File: config.mk
export PLATFORM = sky130hd
export DESIGN_NAME = pad_front
export DESIGN_NICKNAME = d
export VERILOG_FILES = /design/src/hdl/pad_pkg.sv /design/src/hdl/pad_front.sv
export SDC_FILE = /design/constraint.sdc
export NUM_CORES = 1
export LEC_CHECK = 0
export ABC_CLOCK_PERIOD_IN_PS = 2200
export BUFFER_PORTS_ARGS = -buffer_cell sky130_fd_sc_hd__buf_2
export CAP_MARGIN = 0
export CORE_MARGIN = 10
export CORE_UTILIZATION = 37
export CTS_CLUSTER_SIZE = 28
export DETAILED_ROUTE_END_ITERATION = 10
export PLACE_DENSITY_LB_ADDON = 0.12
export SLEW_MARGIN = 5
export SYNTH_ARGS = -nofsm -noshare
export SYNTH_HDL_FRONTEND = slang
export SYNTH_SLANG_ARGS = --single-unit
File: constraint.sdc
create_clock -name clk -period 2.2 [get_ports clk]
set_clock_uncertainty 0.1 [all_clocks]
set_input_delay 0.11 -clock clk [delete_from_list [all_inputs] [get_ports clk]]
set_output_delay 0.11 -clock clk [all_outputs]
set_load 0.02 [all_outputs]
File: src/hdl/pad_pkg.sv
// ----------------------------------------------------------------------------
// pad_pkg
// shared types and constants of the pilot aided phase derotator
// ----------------------------------------------------------------------------
package pad_pkg;

  localparam int ACC_W       = 40;
  localparam int VX_W        = 44;
  localparam int ANG_W       = 34;
  localparam int RX_W        = 33;
  localparam int QUEUE_DEPTH = 4;
  localparam int QPTR_W      = $clog2(QUEUE_DEPTH);

  localparam logic [14:0]             AMP_RESET    = 15'd500;
  localparam logic signed [ANG_W-1:0] QUARTER_TURN = 34'sd1073741824;
  localparam logic signed [RX_W-1:0]  GAIN_Q30     = 33'sd652032874;

  typedef enum logic [1:0] {
    CMD_PRE,
    CMD_PRE_LAST,
    CMD_PAY
  } cmd_kind_t;

  typedef struct packed {
    cmd_kind_t          kind;
    logic               clear;
    logic               neg;
    logic               last;
    logic signed [15:0] chip_i;
    logic signed [15:0] chip_q;
  } cmd_t;

  function automatic logic [31:0] atan_ent(input logic [4:0] idx);
    logic [31:0] v;
    case (idx)
      5'd0:    v = 32'h20000000;
      5'd1:    v = 32'h12E4051E;
      5'd2:    v = 32'h09FB385B;
      5'd3:    v = 32'h051111D4;
      5'd4:    v = 32'h028B0D43;
      5'd5:    v = 32'h0145D7E1;
      5'd6:    v = 32'h00A2F61E;
      5'd7:    v = 32'h00517C55;
      5'd8:    v = 32'h0028BE53;
      5'd9:    v = 32'h00145F2F;
      5'd10:   v = 32'h000A2F98;
      5'd11:   v = 32'h000517CC;
      5'd12:   v = 32'h00028BE6;
      5'd13:   v = 32'h000145F3;
      5'd14:   v = 32'h0000A2FA;
      5'd15:   v = 32'h0000517D;
      5'd16:   v = 32'h000028BE;
      5'd17:   v = 32'h0000145F;
      5'd18:   v = 32'h00000A30;
      5'd19:   v = 32'h00000518;
      5'd20:   v = 32'h0000028C;
      5'd21:   v = 32'h00000146;
      5'd22:   v = 32'h000000A3;
      5'd23:   v = 32'h00000051;
      default: v = 32'h00000000;
    endcase
    return v;
  endfunction

endpackage

File: src/hdl/pad_front.sv
// ----------------------------------------------------------------------------
// pad_front
// takes chip requests, tracks frame position and classifies each chip
// ----------------------------------------------------------------------------
module pad_front #(
  parameter int PREAMBLE_LEN = 128,
  parameter int PAYLOAD_LEN  = 64
) (
  input  logic               clk,
  input  logic               rst_n,
  input  logic               push,
  output logic               full,
  input  logic signed [15:0] in_chip_i,
  input  logic signed [15:0] in_chip_q,
  input  logic               in_start_frame,
  input  logic               q_full,
  output logic               q_push,
  output pad_pkg::cmd_t      q_data
);
  import pad_pkg::*;

  localparam int POS_W = $clog2(PREAMBLE_LEN + PAYLOAD_LEN + 1);
  localparam logic [POS_W-1:0] PRE_END  = POS_W'(PREAMBLE_LEN);
  localparam logic [POS_W-1:0] PRE_LAST = POS_W'(PREAMBLE_LEN - 1);
  localparam logic [POS_W-1:0] PAY_LAST = POS_W'(PREAMBLE_LEN + PAYLOAD_LEN - 1);
  localparam logic [POS_W-1:0] PAT_LEN  = POS_W'(64);

  logic             in_frame_r, in_frame_nxt;
  logic [POS_W-1:0] pos_r, pos_nxt;
  logic [POS_W-1:0] pos_eff;
  logic             frame_eff;
  logic             accept;

  assign full      = q_full;
  assign accept    = push & ~q_full;
  assign pos_eff   = in_start_frame ? '0 : pos_r;
  assign frame_eff = in_start_frame | in_frame_r;
  assign q_push    = accept & frame_eff;

  always_comb begin
    q_data.chip_i = in_chip_i;
    q_data.chip_q = in_chip_q;
    q_data.clear  = in_start_frame;
    q_data.neg    = (pos_eff < PAT_LEN) & (^pos_eff[5:0]);
    q_data.last   = (pos_eff == PAY_LAST);
    if (pos_eff < PRE_END) begin
      q_data.kind = (pos_eff == PRE_LAST) ? CMD_PRE_LAST : CMD_PRE;
    end else begin
      q_data.kind = CMD_PAY;
    end
  end

  always_comb begin
    in_frame_nxt = in_frame_r;
    pos_nxt      = pos_r;
    if (accept && frame_eff) begin
      if (pos_eff == PAY_LAST) begin
        in_frame_nxt = 1'b0;
        pos_nxt      = '0;
      end else begin
        in_frame_nxt = 1'b1;
        pos_nxt      = pos_eff + 1'b1;
      end
    end
  end

  always_ff @(posedge clk) begin
    if (!rst_n) begin
      in_frame_r <= 1'b0;
      pos_r      <= '0;
    end else begin
      in_frame_r <= in_frame_nxt;
      pos_r      <= pos_nxt;
    end
  end

  a_idle_pos: assert property (@(posedge clk) disable iff (!rst_n)
    !in_frame_r |-> pos_r == '0) else $error("position left over outside a frame");
  a_pos_range: assert property (@(posedge clk) disable iff (!rst_n)
    in_frame_r |-> pos_r <= PAY_LAST) else $error("position beyond frame");
  a_last_ends: assert property (@(posedge clk) disable iff (!rst_n)
    q_push && q_data.last |=> !in_frame_r) else $error("frame not closed");

endmodule

### After elaboration in Yosys (flattened, before gate mapping)

Index checks and enable logic that the tools add are counted.

| storage, ports and cells | value |
|---|---|
| input bits | 37 |
| flip-flop bits (word level) | 9 |

| cells by class | value |
|---|---|
| reductions and logical operators | 2 |
| magnitude comparators | 2 |
| bitwise operators | 5 |
| equal/unequal tests | 2 |
| mux-type cells | 5 |
| $add $sub $neg | 1 |

Operator list:

| operator | number |
|---|---|
| $mux W8 | 2 |
| $add A8 B1 Y8 const B | 1 |
| $eq A8 B7 Y1 const B | 1 |
| $eq A8 B8 Y1 const B | 1 |
| $lt A8 B7 Y1 const B | 1 |
| $lt A8 B8 Y1 const B | 1 |
| $reduce_xor A6 Y1 | 1 |
| $and A1 B1 Y1 | 3 |
| $mux W1 | 2 |
| $mux W2 | 1 |
| $logic_and A1 B1 Y1 | 1 |
| $not A1 Y1 | 1 |
| $or A1 B1 Y1 | 1 |

### Depth between registers and ports, before layout

| logic depth | value |
|---|---|
| depth after elaboration | 4 |
| gate-level depth with buffers | 8 |
| mapped depth without buffers | 6 |

### Worst setup path before layout

OpenSTA, ideal clock, no wires.

| timing path | value |
|---|---|
| kind | input-to-output |
| start | input in_start_frame |
| end | output q_data[33] (netlist bit) |
| data arrival time | 1779 ps |
| setup slack | 211 ps |
| data required time | 1990 ps |
| stages on the path | 8 |
| buffers on the path | 2 |
| cells stage by stage | buf_2 > buf_2 > nor2b_1 > ha_1 > xor2_1 > nor3_1 > a21oi_1 > o31ai_1 |

RTL lines:

| element | RTL line | source |
|---|---|---|
| from (decl) | pad_front.sv:15 | `input logic in_start_frame,` |
| to (decl) | pad_front.sv:18 | `output pad_pkg::cmd_t q_data` |

==> results_dict.tcl <==
set metrics [dict create \
    worstSetupEndpointType "primary output" \
    path_max_fanout 3 \
    start_util 0.3894 \
    ios 76 \
    drive_gt1_frac 0.3196 \
    placed_cells 119 \
    drt-initial-drc-count 22 \
    layout_commonest_cell "buf_2" \
    coreArea_um2 2233 \
    fin_crit_sh 0.9519 \
    hpwl_mm 1.553 \
    io_buffers 11 \
    synth.avg_cell_area_um2 7.432 \
    synthesis.nets 156 \
    final_cell_mix "buf_2, nand2_1, a21oi_1" \
    ys.warnings.count 0 \
    ant_nets 0 \
    die-area_um2 4690 \
    nFillCells 252 \
    grt_use_total 0.09371 \
    crit_type "reg -> out" \
    min_path_type "in -> reg" \
    place_congestion 0.7843 \
    tightest_slew_ps 355.0 \
    start_kind "register" \
    power_density_nw_per_um2 443.4 \
    syn_inst 117 \
    htreeDepth 1 \
    seq_area_um2 183.9 \
    ys_seq_area_frac 0.2072 \
    ctsHoldBuffers 0 \
    core.rowCount 17 \
    wl_per_cell_um 17.42 \
    dpl_cell_area_um2 691.9 \
    grt_pass1_wl_mm 3.298 \
    holdWs_ps 102.1 \
    reg2reg_slack_ps 490 \
    drc 0 \
    dr_total_vias 700 \
    multiInputGateArea_um2 454.2 \
    viasPerCell 5.600 \
    diodes 0 \
    synthDistinctLibCells 30 \
    power.leakage_nw 0.2970 \
    stdcell_count 125 \
    hold_viol 0 \
    tns_ps 0 \
    cts-root-buf "clkbuf_4" \
    die_y_um 68.48 \
    fin_util 0.3557 \
    grt_max_degree 15 \
    ir_drop_mv 0.2835 \
    grt_pass1_vias 669 \
    setup-violations-final 0 \
    min_period_ps 2094 \
    dr.pass1.iters 4 \
    tritoncts "yes" \
    arrival_ps 1880 \
    slew_viol_final 0 \
    clock_sinks 9 \
    fmax_mhz 477.5 \
    outcome "finished, final reports clean" \
    cts_buffer_depth 2 \
    clk_pin_slew_ps 60 \
    area_growth_pct -8.633 \
    grt-ovfl-total 0 \
    ys_ff_latch 9 \
    numCtsBuffers 3 \
    synth.cell_area_um2 869.6 \
    die_x_um 68.48 \
    routed_wl_mm 2.177 \
    rsz0062_at_grt "no" \
    clk_latency_ps 270 \
    relSlewSlack 0.7572 \
    cp_data_required_time_ps 1990 \
    finalInstanceArea_um2 794.5 \
    fin_nets 137 \
    antenna_found_initial 0 \
    cap_violations 0 \
]
## Yosys cell counts (all sizes together)
library cell	n	area (µm²)
a211o	1	8.760
xor2	1	8.760
ha	2	25.02
xnor2	1	8.760
and4	1	11.26
nor2	6	22.52
a21oi	8	40.04
nand4	3	18.77
nor4	3	18.77
a22oi	1	7.510
nand3	6	30.03
buf	38	275.3
o31ai	1	7.510
o211ai	1	7.510
nor3	1	5.000
o21ai	4	23.77
a2111oi	1	8.760
a31oi	3	25.02
or4	1	7.510
nor2b	8	50.05
nand3b	2	15.01
inv	4	15.01
nand4b	1	8.760
nand2b	1	6.260
dfxtp	9	180.2
nand2	9	33.78
## power breakdown
group | switching (W) | total, W | internal (W)
Sequential | 0.00000325 | 0.000168 | 0.000165
Combinational | 0.0000315 | 0.0000482 | 0.0000167
Clock | 0.0000653 | 0.000136 | 0.0000703
Total | 0.000100 | 0.000352 | 0.000252
## state kept, by name, summed over array words and instances, names as in the netlist
signal / cells
pos_r: 8
in_frame_r: 1
## logic make-up after synthesis
logic type / Yosys count / synth area share
DFF: 9 / 0.2072
AOI/OAI and AO/OA: 20 / 0.1482
adders and majority gates: 2 / 0.02877
xor gates and xnor gates: 2 / 0.02015
buffers and inverters: 42 / 0.3338
and+or+nand+nor: 42 / 0.2619
## worst max-delay path, stage by stage, from the launching register on
cell and delay (ps):
dfxtp_2 330, nor2b_4 120, ha_1 350, xor2_2 180
nor3_2 180, a21oi_1 60, o31ai_1 220, buf_4 180
## layer usage
metal / global-route usage / share of wire
met1: 0.1051 / 0.41
met2: 0.1256 / 0.40
met3: 0.02447 / 0.099
met4: 0.1206 / 0.089
met5: 0 / 0
## path summary, 6_finish.rpt
path,to,from,depth (start not counted)
max,q_data[33],pos_r[1]$_SDFFE_PN0P_,7
min,pos_r[2]$_SDFFE_PN0P_,q_full,4
max reg2reg,pos_r[5]$_SDFFE_PN0P_,pos_r[1]$_SDFFE_PN0P_,6
min reg2reg,pos_r[1]$_SDFFE_PN0P_,pos_r[1]$_SDFFE_PN0P_,2
## layout make-up
type	count	share of cell area
Sequential cell	9	0.2315
Tap cell	28	0.04409
Clock buffer	4	0.03307
Inverter	4	0.01890
Multi-Input combinational cell	66	0.5717
Timing Repair Buffer	14	0.1008
## metrics by stage
stage / worst slack (ps) / total power, W
floorplan: 210.8 / 0.0002865
global placement: 403.3 / 0.0002147
detailed placement: 370.0 / 0.0002150
CTS: 88.99 / 0.0003508
global route: 12.36 / 0.0003699
finish: 105.9 / 0.0003523
## what timing repair did
item	CTS	global route
setup endpoints to repair	0	1
setup buffers	0	2
gates resized for setup	0	15
Power figures use the tool's default switching activity.
