`config.mk`:
```
export PLATFORM = sky130hd
export DESIGN_NAME = pad_queue
export DESIGN_NICKNAME = d
export VERILOG_FILES = /design/src/hdl/pad_pkg.sv /design/src/hdl/pad_queue.sv
export SDC_FILE = /design/constraint.sdc
export NUM_CORES = 1
export LEC_CHECK = 0
export ABC_AREA = 1
export BUFFER_PORTS_ARGS = -buffer_cell sky130_fd_sc_hd__buf_2
export CAP_MARGIN = 20
export CORE_MARGIN = 1.5
export CORE_UTILIZATION = 51
export DETAILED_ROUTE_END_ITERATION = 10
export PLACE_DENSITY = 0.75
export SYNTH_ARGS = -nofsm -noshare
export SYNTH_HDL_FRONTEND = slang
export SYNTH_SLANG_ARGS = --single-unit
```
`constraint.sdc`:
```
create_clock -name clk -period 2.85 [get_ports clk]
set_input_delay 0.285 -clock clk [delete_from_list [all_inputs] [get_ports clk]]
set_output_delay 0.285 -clock clk [all_outputs]
set_load 0.03 [all_outputs]
```
`src/hdl/pad_pkg.sv`:
```
// ----------------------------------------------------------------------------
// pad_pkg
// shared types and constants of the pilot aided phase derotator
// ----------------------------------------------------------------------------
package pad_pkg;

  localparam int ACC_W       = 40;
  localparam int VX_W        = 44;
  localparam int ANG_W       = 34;
  localparam int RX_W        = 33;
  localparam int QUEUE_DEPTH = 4;
  localparam int QPTR_W      = $clog2(QUEUE_DEPTH);

  localparam logic [14:0]             AMP_RESET    = 15'd500;
  localparam logic signed [ANG_W-1:0] QUARTER_TURN = 34'sd1073741824;
  localparam logic signed [RX_W-1:0]  GAIN_Q30     = 33'sd652032874;

  typedef enum logic [1:0] {
    CMD_PRE,
    CMD_PRE_LAST,
    CMD_PAY
  } cmd_kind_t;

  typedef struct packed {
    cmd_kind_t          kind;
    logic               clear;
    logic               neg;
    logic               last;
    logic signed [15:0] chip_i;
    logic signed [15:0] chip_q;
  } cmd_t;

  function automatic logic [31:0] atan_ent(input logic [4:0] idx);
    logic [31:0] v;
    case (idx)
      5'd0:    v = 32'h20000000;
      5'd1:    v = 32'h12E4051E;
      5'd2:    v = 32'h09FB385B;
      5'd3:    v = 32'h051111D4;
      5'd4:    v = 32'h028B0D43;
      5'd5:    v = 32'h0145D7E1;
      5'd6:    v = 32'h00A2F61E;
      5'd7:    v = 32'h00517C55;
      5'd8:    v = 32'h0028BE53;
      5'd9:    v = 32'h00145F2F;
      5'd10:   v = 32'h000A2F98;
      5'd11:   v = 32'h000517CC;
      5'd12:   v = 32'h00028BE6;
      5'd13:   v = 32'h000145F3;
      5'd14:   v = 32'h0000A2FA;
      5'd15:   v = 32'h0000517D;
      5'd16:   v = 32'h000028BE;
      5'd17:   v = 32'h0000145F;
      5'd18:   v = 32'h00000A30;
      5'd19:   v = 32'h00000518;
      5'd20:   v = 32'h0000028C;
      5'd21:   v = 32'h00000146;
      5'd22:   v = 32'h000000A3;
      5'd23:   v = 32'h00000051;
      default: v = 32'h00000000;
    endcase
    return v;
  endfunction

endpackage

```
`src/hdl/pad_queue.sv`:
```
// ----------------------------------------------------------------------------
// pad_queue
// short queue of classified chips between front and back
// ----------------------------------------------------------------------------
module pad_queue (
  input  logic          clk,
  input  logic          rst_n,
  input  logic          wr_en,
  input  pad_pkg::cmd_t wr_data,
  output logic          q_full,
  input  logic          rd_en,
  output pad_pkg::cmd_t rd_data,
  output logic          q_empty
);
  import pad_pkg::*;

  cmd_t              mem [QUEUE_DEPTH];
  logic [QPTR_W-1:0] wp_r, wp_nxt;
  logic [QPTR_W-1:0] rp_r, rp_nxt;
  logic [QPTR_W:0]   cnt_r, cnt_nxt;
  logic              do_wr, do_rd;

  assign q_full  = (cnt_r == (QPTR_W+1)'(QUEUE_DEPTH));
  assign q_empty = (cnt_r == '0);
  assign do_wr   = wr_en & ~q_full;
  assign do_rd   = rd_en & ~q_empty;
  assign rd_data = mem[rp_r];

  always_comb begin
    wp_nxt  = do_wr ? wp_r + 1'b1 : wp_r;
    rp_nxt  = do_rd ? rp_r + 1'b1 : rp_r;
    cnt_nxt = cnt_r + (QPTR_W+1)'(do_wr) - (QPTR_W+1)'(do_rd);
  end

  always_ff @(posedge clk) begin
    if (do_wr) begin
      mem[wp_r] <= wr_data;
    end
  end

  always_ff @(posedge clk) begin
    if (!rst_n) begin
      wp_r  <= '0;
      rp_r  <= '0;
      cnt_r <= '0;
    end else begin
      wp_r  <= wp_nxt;
      rp_r  <= rp_nxt;
      cnt_r <= cnt_nxt;
    end
  end

  a_cnt_range: assert property (@(posedge clk) disable iff (!rst_n)
    cnt_r <= (QPTR_W+1)'(QUEUE_DEPTH)) else $error("queue count overflow");
  a_ptr_gap: assert property (@(posedge clk) disable iff (!rst_n)
    (cnt_r == '0 || cnt_r == (QPTR_W+1)'(QUEUE_DEPTH)) |-> wp_r == rp_r)
    else $error("queue pointers out of step");
  a_cnt_track: assert property (@(posedge clk) disable iff (!rst_n)
    do_wr && !do_rd |=> cnt_r == $past(cnt_r) + 1'b1) else $error("lost write");

endmodule

```
# --- Yosys cells after proc, flatten, opt, wreduce, memory -nomap -nowiden ---
# Memory sizes are Yosys's and may differ from the RTL's. A register that Yosys moved wholly into a read port is not among the register bits.
# Index checks and enable logic that the tools add are counted.
word_totals:
  regBits: 7
  ram_bits: 148
  input_bits: 41
  out_inout_bits: 39
  word_cells: 18
  memories: 1
memory_table:
  columns: ["memory", "words", "width", "read_ports", "rd_ports_with_merged_regs", "write_ports", "line_no", "rtl"]
  rows:
  - ["mem", 4, 37, 1, 1, 1, "pad_queue.sv:17", "cmd_t mem [QUEUE_DEPTH];"]
classes:
  add_sub_neg: 4
  eq_ne: 1
  muxes: 4
  bitwise_logic: 4
  reduce_logical: 1
ops:
  columns: ["cell", "n"]
  rows:
  - ["2-bit by 1-bit adder with 2-bit output, second input constant", 2]
  - ["2-bit 2-to-1 mux", 2]
  - ["3-bit by 1-bit adder with 3-bit output", 1]
  - ["3-bit == test, second input constant", 1]
  - ["3-bit logical NOT", 1]
  - ["3-bit by 1-bit subtractor with 3-bit output", 1]
  - ["1-bit bitwise AND", 2]
  - ["1-bit 2-to-1 mux", 2]
  - ["1-bit inverter", 2]

# --- Longest topological paths before layout ---
depth:
  depth_word: 5
  depth_mapped: 11
  depth_no_buf: 11

# --- Worst setup path after synthesis ---
# OpenSTA, ideal clock, no wires.
synth_path:
  path_kind: "register to register"
  from: "register cnt_r[1]"
  to: "memory mem[0][0] (netlist bit) (enable)"
  setup_time_ps: 431
  arrival_ps: 2217
  t_required_ps: 2419
  slack_ps: 202
  stages_incl_launch_ff: 5
  path_buffers: 0
  synth_period_minus_slack_ps: 2648
  path_cell_list: "dfxtp_1 > nor2_1 > nand2_1 > nand2_1 > nor2_1"
synth_via:
  elab_chain_cells: 5
synth_rtl:
  columns: ["item", "line_no", "rtl"]
  rows:
  - ["from (decl)", "pad_queue.sv:20", "logic [QPTR_W:0] cnt_r, cnt_nxt;"]
  - ["from (signal assigned)", "pad_queue.sv:49", "cnt_r <= cnt_nxt;"]
  - ["3-bit == test", "pad_queue.sv:23", "assign q_full = (cnt_r == (QPTR_W+1)'(QUEUE_DEPTH));"]
  - ["1-bit inverter", "pad_queue.sv:25", "assign do_wr = wr_en & ~q_full;"]
  - ["1-bit bitwise AND", "pad_queue.sv:25", null]
  - ["1-bit 2-to-1 mux", "pad_queue.sv:36", "if (do_wr) begin"]
  - ["1-bit 2-to-1 mux (not written as such)", "pad_queue.sv:37", "mem[wp_r] <= wr_data;"]
  - ["to (decl)", "pad_queue.sv:17", null]
# Every way passes these cells.

==> impl_summary.txt <==
----------------------------------------------------
[Cells and area]
  Non-filler instance count after layout ... 665
  Most frequent cells in the layout ... sky130_fd_sc_hd__edfxtp_1 (148), sky130_fd_sc_hd__nor2_1 (82), sky130_fd_sc_hd__buf_2 (79)
  Fraction of final layout cells sized beyond drive strength 1 ... 23.4%
  Filler cells ... 842
  Antenna diode instance count ... 0
  Syn-to-layout area delta ... 17.8%
  Post-route cell area ... 7030 um2
  Most common cell after layout, fill and taps aside ... sky130_fd_sc_hd__edfxtp_1
  Area taken by flip-flops and latches ... 4630 um2
  Number of nets in the layout ... 559
  Area occupied by multi-input gates ... 1150 um2

[Power and ir drop]
  Total power density per cell area ... 960 nW/um2
  Leakage power summed over all cells ... 0.00256 uW
  Peak supply drop ... 0.554 mV

[Placed design]
  GPL Wtd Cong ... 0.741
  Placed wire-length estimate after detailed placement ... 6750 um
  Placed Area ... 6510 um2
  IO Port Bufs ... 79
  # placed instances ... 635

[Setup path]
  Cell at the slowest stage of the critical path ... sky130_fd_sc_hd__buf_4
  Worst Reg-to-Reg Cells ... 9
  Critical Path Start Type ... flip-flop
  Kind of end point of the critical path ... primary output
  Worst Path Arrival ... 2160 ps
  Type of the worst setup path ... reg -> out
  Reg2reg end ... cnt_r[2]
  Reg-to-reg setup timing slack ... 720 ps
  Slowest Stage Delay on Critical Path ... 590 ps
  Crit Reg-Reg Startpoint ... cnt_r[1]
  Ordered cell list for the critical path ... buf_4 -> o21ai_0 -> o22ai_1 -> buf_2
  Max FO, Critical Path ... 74
  Critical Path RT ... 2570 ps

[GRT]
  Remaining global-route overflow ... 0
  Via count of the first global-routing pass ... 3,645
  Maximum number of pins on one net before global-route repair ... 75
  Initial antenna violation count ... 0
  Most used routing layer in global routing ... met2
  Wire length of the first global-routing pass ... 18,100 um
  Total routing usage reported by global routing ... 19.2%
  Met3 Usage GRT ... 4.65%
  Met1 capacity usage during global routing ... 24.5%
  Met2 GRT Util ... 31.6%

[Floorplan]
  Die Span X ... 111 um
  Vertical die dimension ... 111 um
  Effective utilization at floorplan ... 52.3%
  Boundary Pins ... 80
  Std cell rows ... 39
  Die area ... 12,400 um2
  Core Footprint ... 11,400 um2

[Clock tree]
  CTS Root Cell ... sky130_fd_sc_hd__clkbuf_16
  Clock tree from TritonCTS ... built
  Clock input transition at the sequential cells of the worst setup and hold paths ... 60 ps
  Clock latency reported for the late side of the worst-skew pair ... 410 ps
  Number of levels in the clock H-tree ... 4
  Count of hold-fix buffers inserted at cts ... 0
  Maximum root-to-sink buffer count ... 2
  Clock sinks ... 157
  Number of resized instances in the post-cts repair step ... 0
  CTS Buf Count ... 17
  Post-CTS setup buffer count ... 0

[Synth]
  Average footprint of a synthesized cell ... 14.0 um2
  Portion of the post-synthesis area used by sequential elements ... 77.5%
  Post-synthesis instance area ... 5970 um2
  Synthesized netlist cell count ... 426
  Synthesized netlist net count ... 474
  Synth warn ... 0
  Count of distinct cell types in the synthesized netlist ... 18
  #FFs+latches synth ... 157

[Route]
  Number of DRC violations after detailed routing ... 0
  Vias after detailed routing ... 3,663
  Wirelength, routed ... 11,600 um
  Vias/cell ... 5.51
  1st-iter DRT viols ... 334
  Post-route antenna net violation count ... 0
  DRT Pass-1 Iters ... 5
  Wirelength per Cell ... 17.4 um

[Timing]
  Tcrit/Tclk final ... 85.8%
  Number of max-slew violations in the final report ... 0
  Total negative slack for setup checks ... 0 ps
  Slew @ Worst Pin ... 728 ps
  Hold slack final ... 79.3 ps
  Setup Viol. Count Final ... 0
  RSZ-0062 raised after global routing ... false
  Final Hold Fails ... 0
  Min Clock Period, post-route ... 2440 ps
  Max transition margin ... 51.5%
  Achievable Freq ... 0.409 GHz
  Fin Clk Skew ... 10.1 ps

[Worst hold path]
  Worst Hold Path EP ... mem[3][6]
  Tightest Hold Check Type ... in -> reg
  Source of the worst hold timing path ... wr_data[6]
  Worst hold path stage count ... 1

[Outcome]
  Status ... completed

[Run]
  Maximum Capacitance Violations ... 0

----------------------------------------------------
-- state kept, by name, indices dropped and copies added, names as in the netlist, named ones only --
name / count
cnt_r: 3
rp_r: 2
wp_r: 2
mem: 148
-- report_power, final --
group          internal (uW)  switching (uW)  total, uW
registers               2810            68.6       2880
logic                    487            1360       1850
clock network           1190             835       2020
-- worst max path at each step --
stage          startpoint          end  slack, ps  cells after the start
2_1_floorplan    cnt_r[1]    mem[0][0]        200                      4
3_3_place_gp     cnt_r[1]     cnt_r[2]        800                      9
3_5_place_dp     cnt_r[1]     cnt_r[2]        710                      9
4_1_cts         flip-flop  rd_data[33]        410                      4
5_1_grt         flip-flop  rd_data[33]        320                      4
6_report        flip-flop  rd_data[33]        410                      4
-- cell families after synthesis --
family | synth area share [%]
AOI/OAI and AO/OA | 10.5
adders and majority gates | 1.59
buffers and inverters | 3.81
DFF | 77.5
and+or+nand+nor | 6.62
-- critical path: cells and delay by family (launching register included) --
kind / cells / cell delay [ps]
buffers and inverters: 2 / 850
DFF: 1 / 330
AOI/OAI and AO/OA: 2 / 550
-- cell type report --
| class | instances | share of cell area [%] |
|---|---|---|
| multi-input combinational | 227 | 16.3 |
| tap | 143 | 2.54 |
| clock buffer | 19 | 6.15 |
| timing repair buffer | 89 | 6.87 |
| clock inverter | 11 | 1.35 |
| inverter | 19 | 1.01 |
| sequential | 157 | 65.8 |
-- through the flow --
step	total power, uW	utilization (%)	setup slack [ps]
CTS	6800	61.6	407
global placement	4740	57.0	804
floorplan	4260	-	202
detailed placement	4790	57.0	710
finish	6750	61.6	405
global route	7040	61.6	323
-- synthesized netlist by cell type --
cell / number / area, um2
sky130_fd_sc_hd__o21ai_1: 28 / 140
sky130_fd_sc_hd__fa_1: 1 / 20.0
sky130_fd_sc_hd__nand2_1: 14 / 52.6
sky130_fd_sc_hd__nand3_1: 4 / 20.0
sky130_fd_sc_hd__ha_1: 6 / 75.1
sky130_fd_sc_hd__clkbuf_2: 1 / 5.00
sky130_fd_sc_hd__a21oi_1: 5 / 25.0
sky130_fd_sc_hd__o21ai_0: 46 / 230
sky130_fd_sc_hd__o22ai_1: 37 / 231
sky130_fd_sc_hd__buf_4: 1 / 7.51
sky130_fd_sc_hd__buf_2: 4 / 20.0
sky130_fd_sc_hd__inv_1: 18 / 67.6
sky130_fd_sc_hd__dfxtp_1: 9 / 180
sky130_fd_sc_hd__inv_2: 1 / 3.75
sky130_fd_sc_hd__clkbuf_1: 9 / 33.8
sky130_fd_sc_hd__buf_6: 8 / 90.1
sky130_fd_sc_hd__edfxtp_1: 148 / 4440
sky130_fd_sc_hd__nor2_1: 86 / 323
-- per-layer routing --
| layer | vias to the layer above | share of wire [%] |
|---|---|---|
| met3 | 14 | 7.4 |
| met1 | 1768 | 42 |
| li1 | 1737 | - |
| met4 | 0 | 1.4 |
| met2 | 144 | 49 |
| met5 | - | 0 |
(Power assumes the default switching activity.)
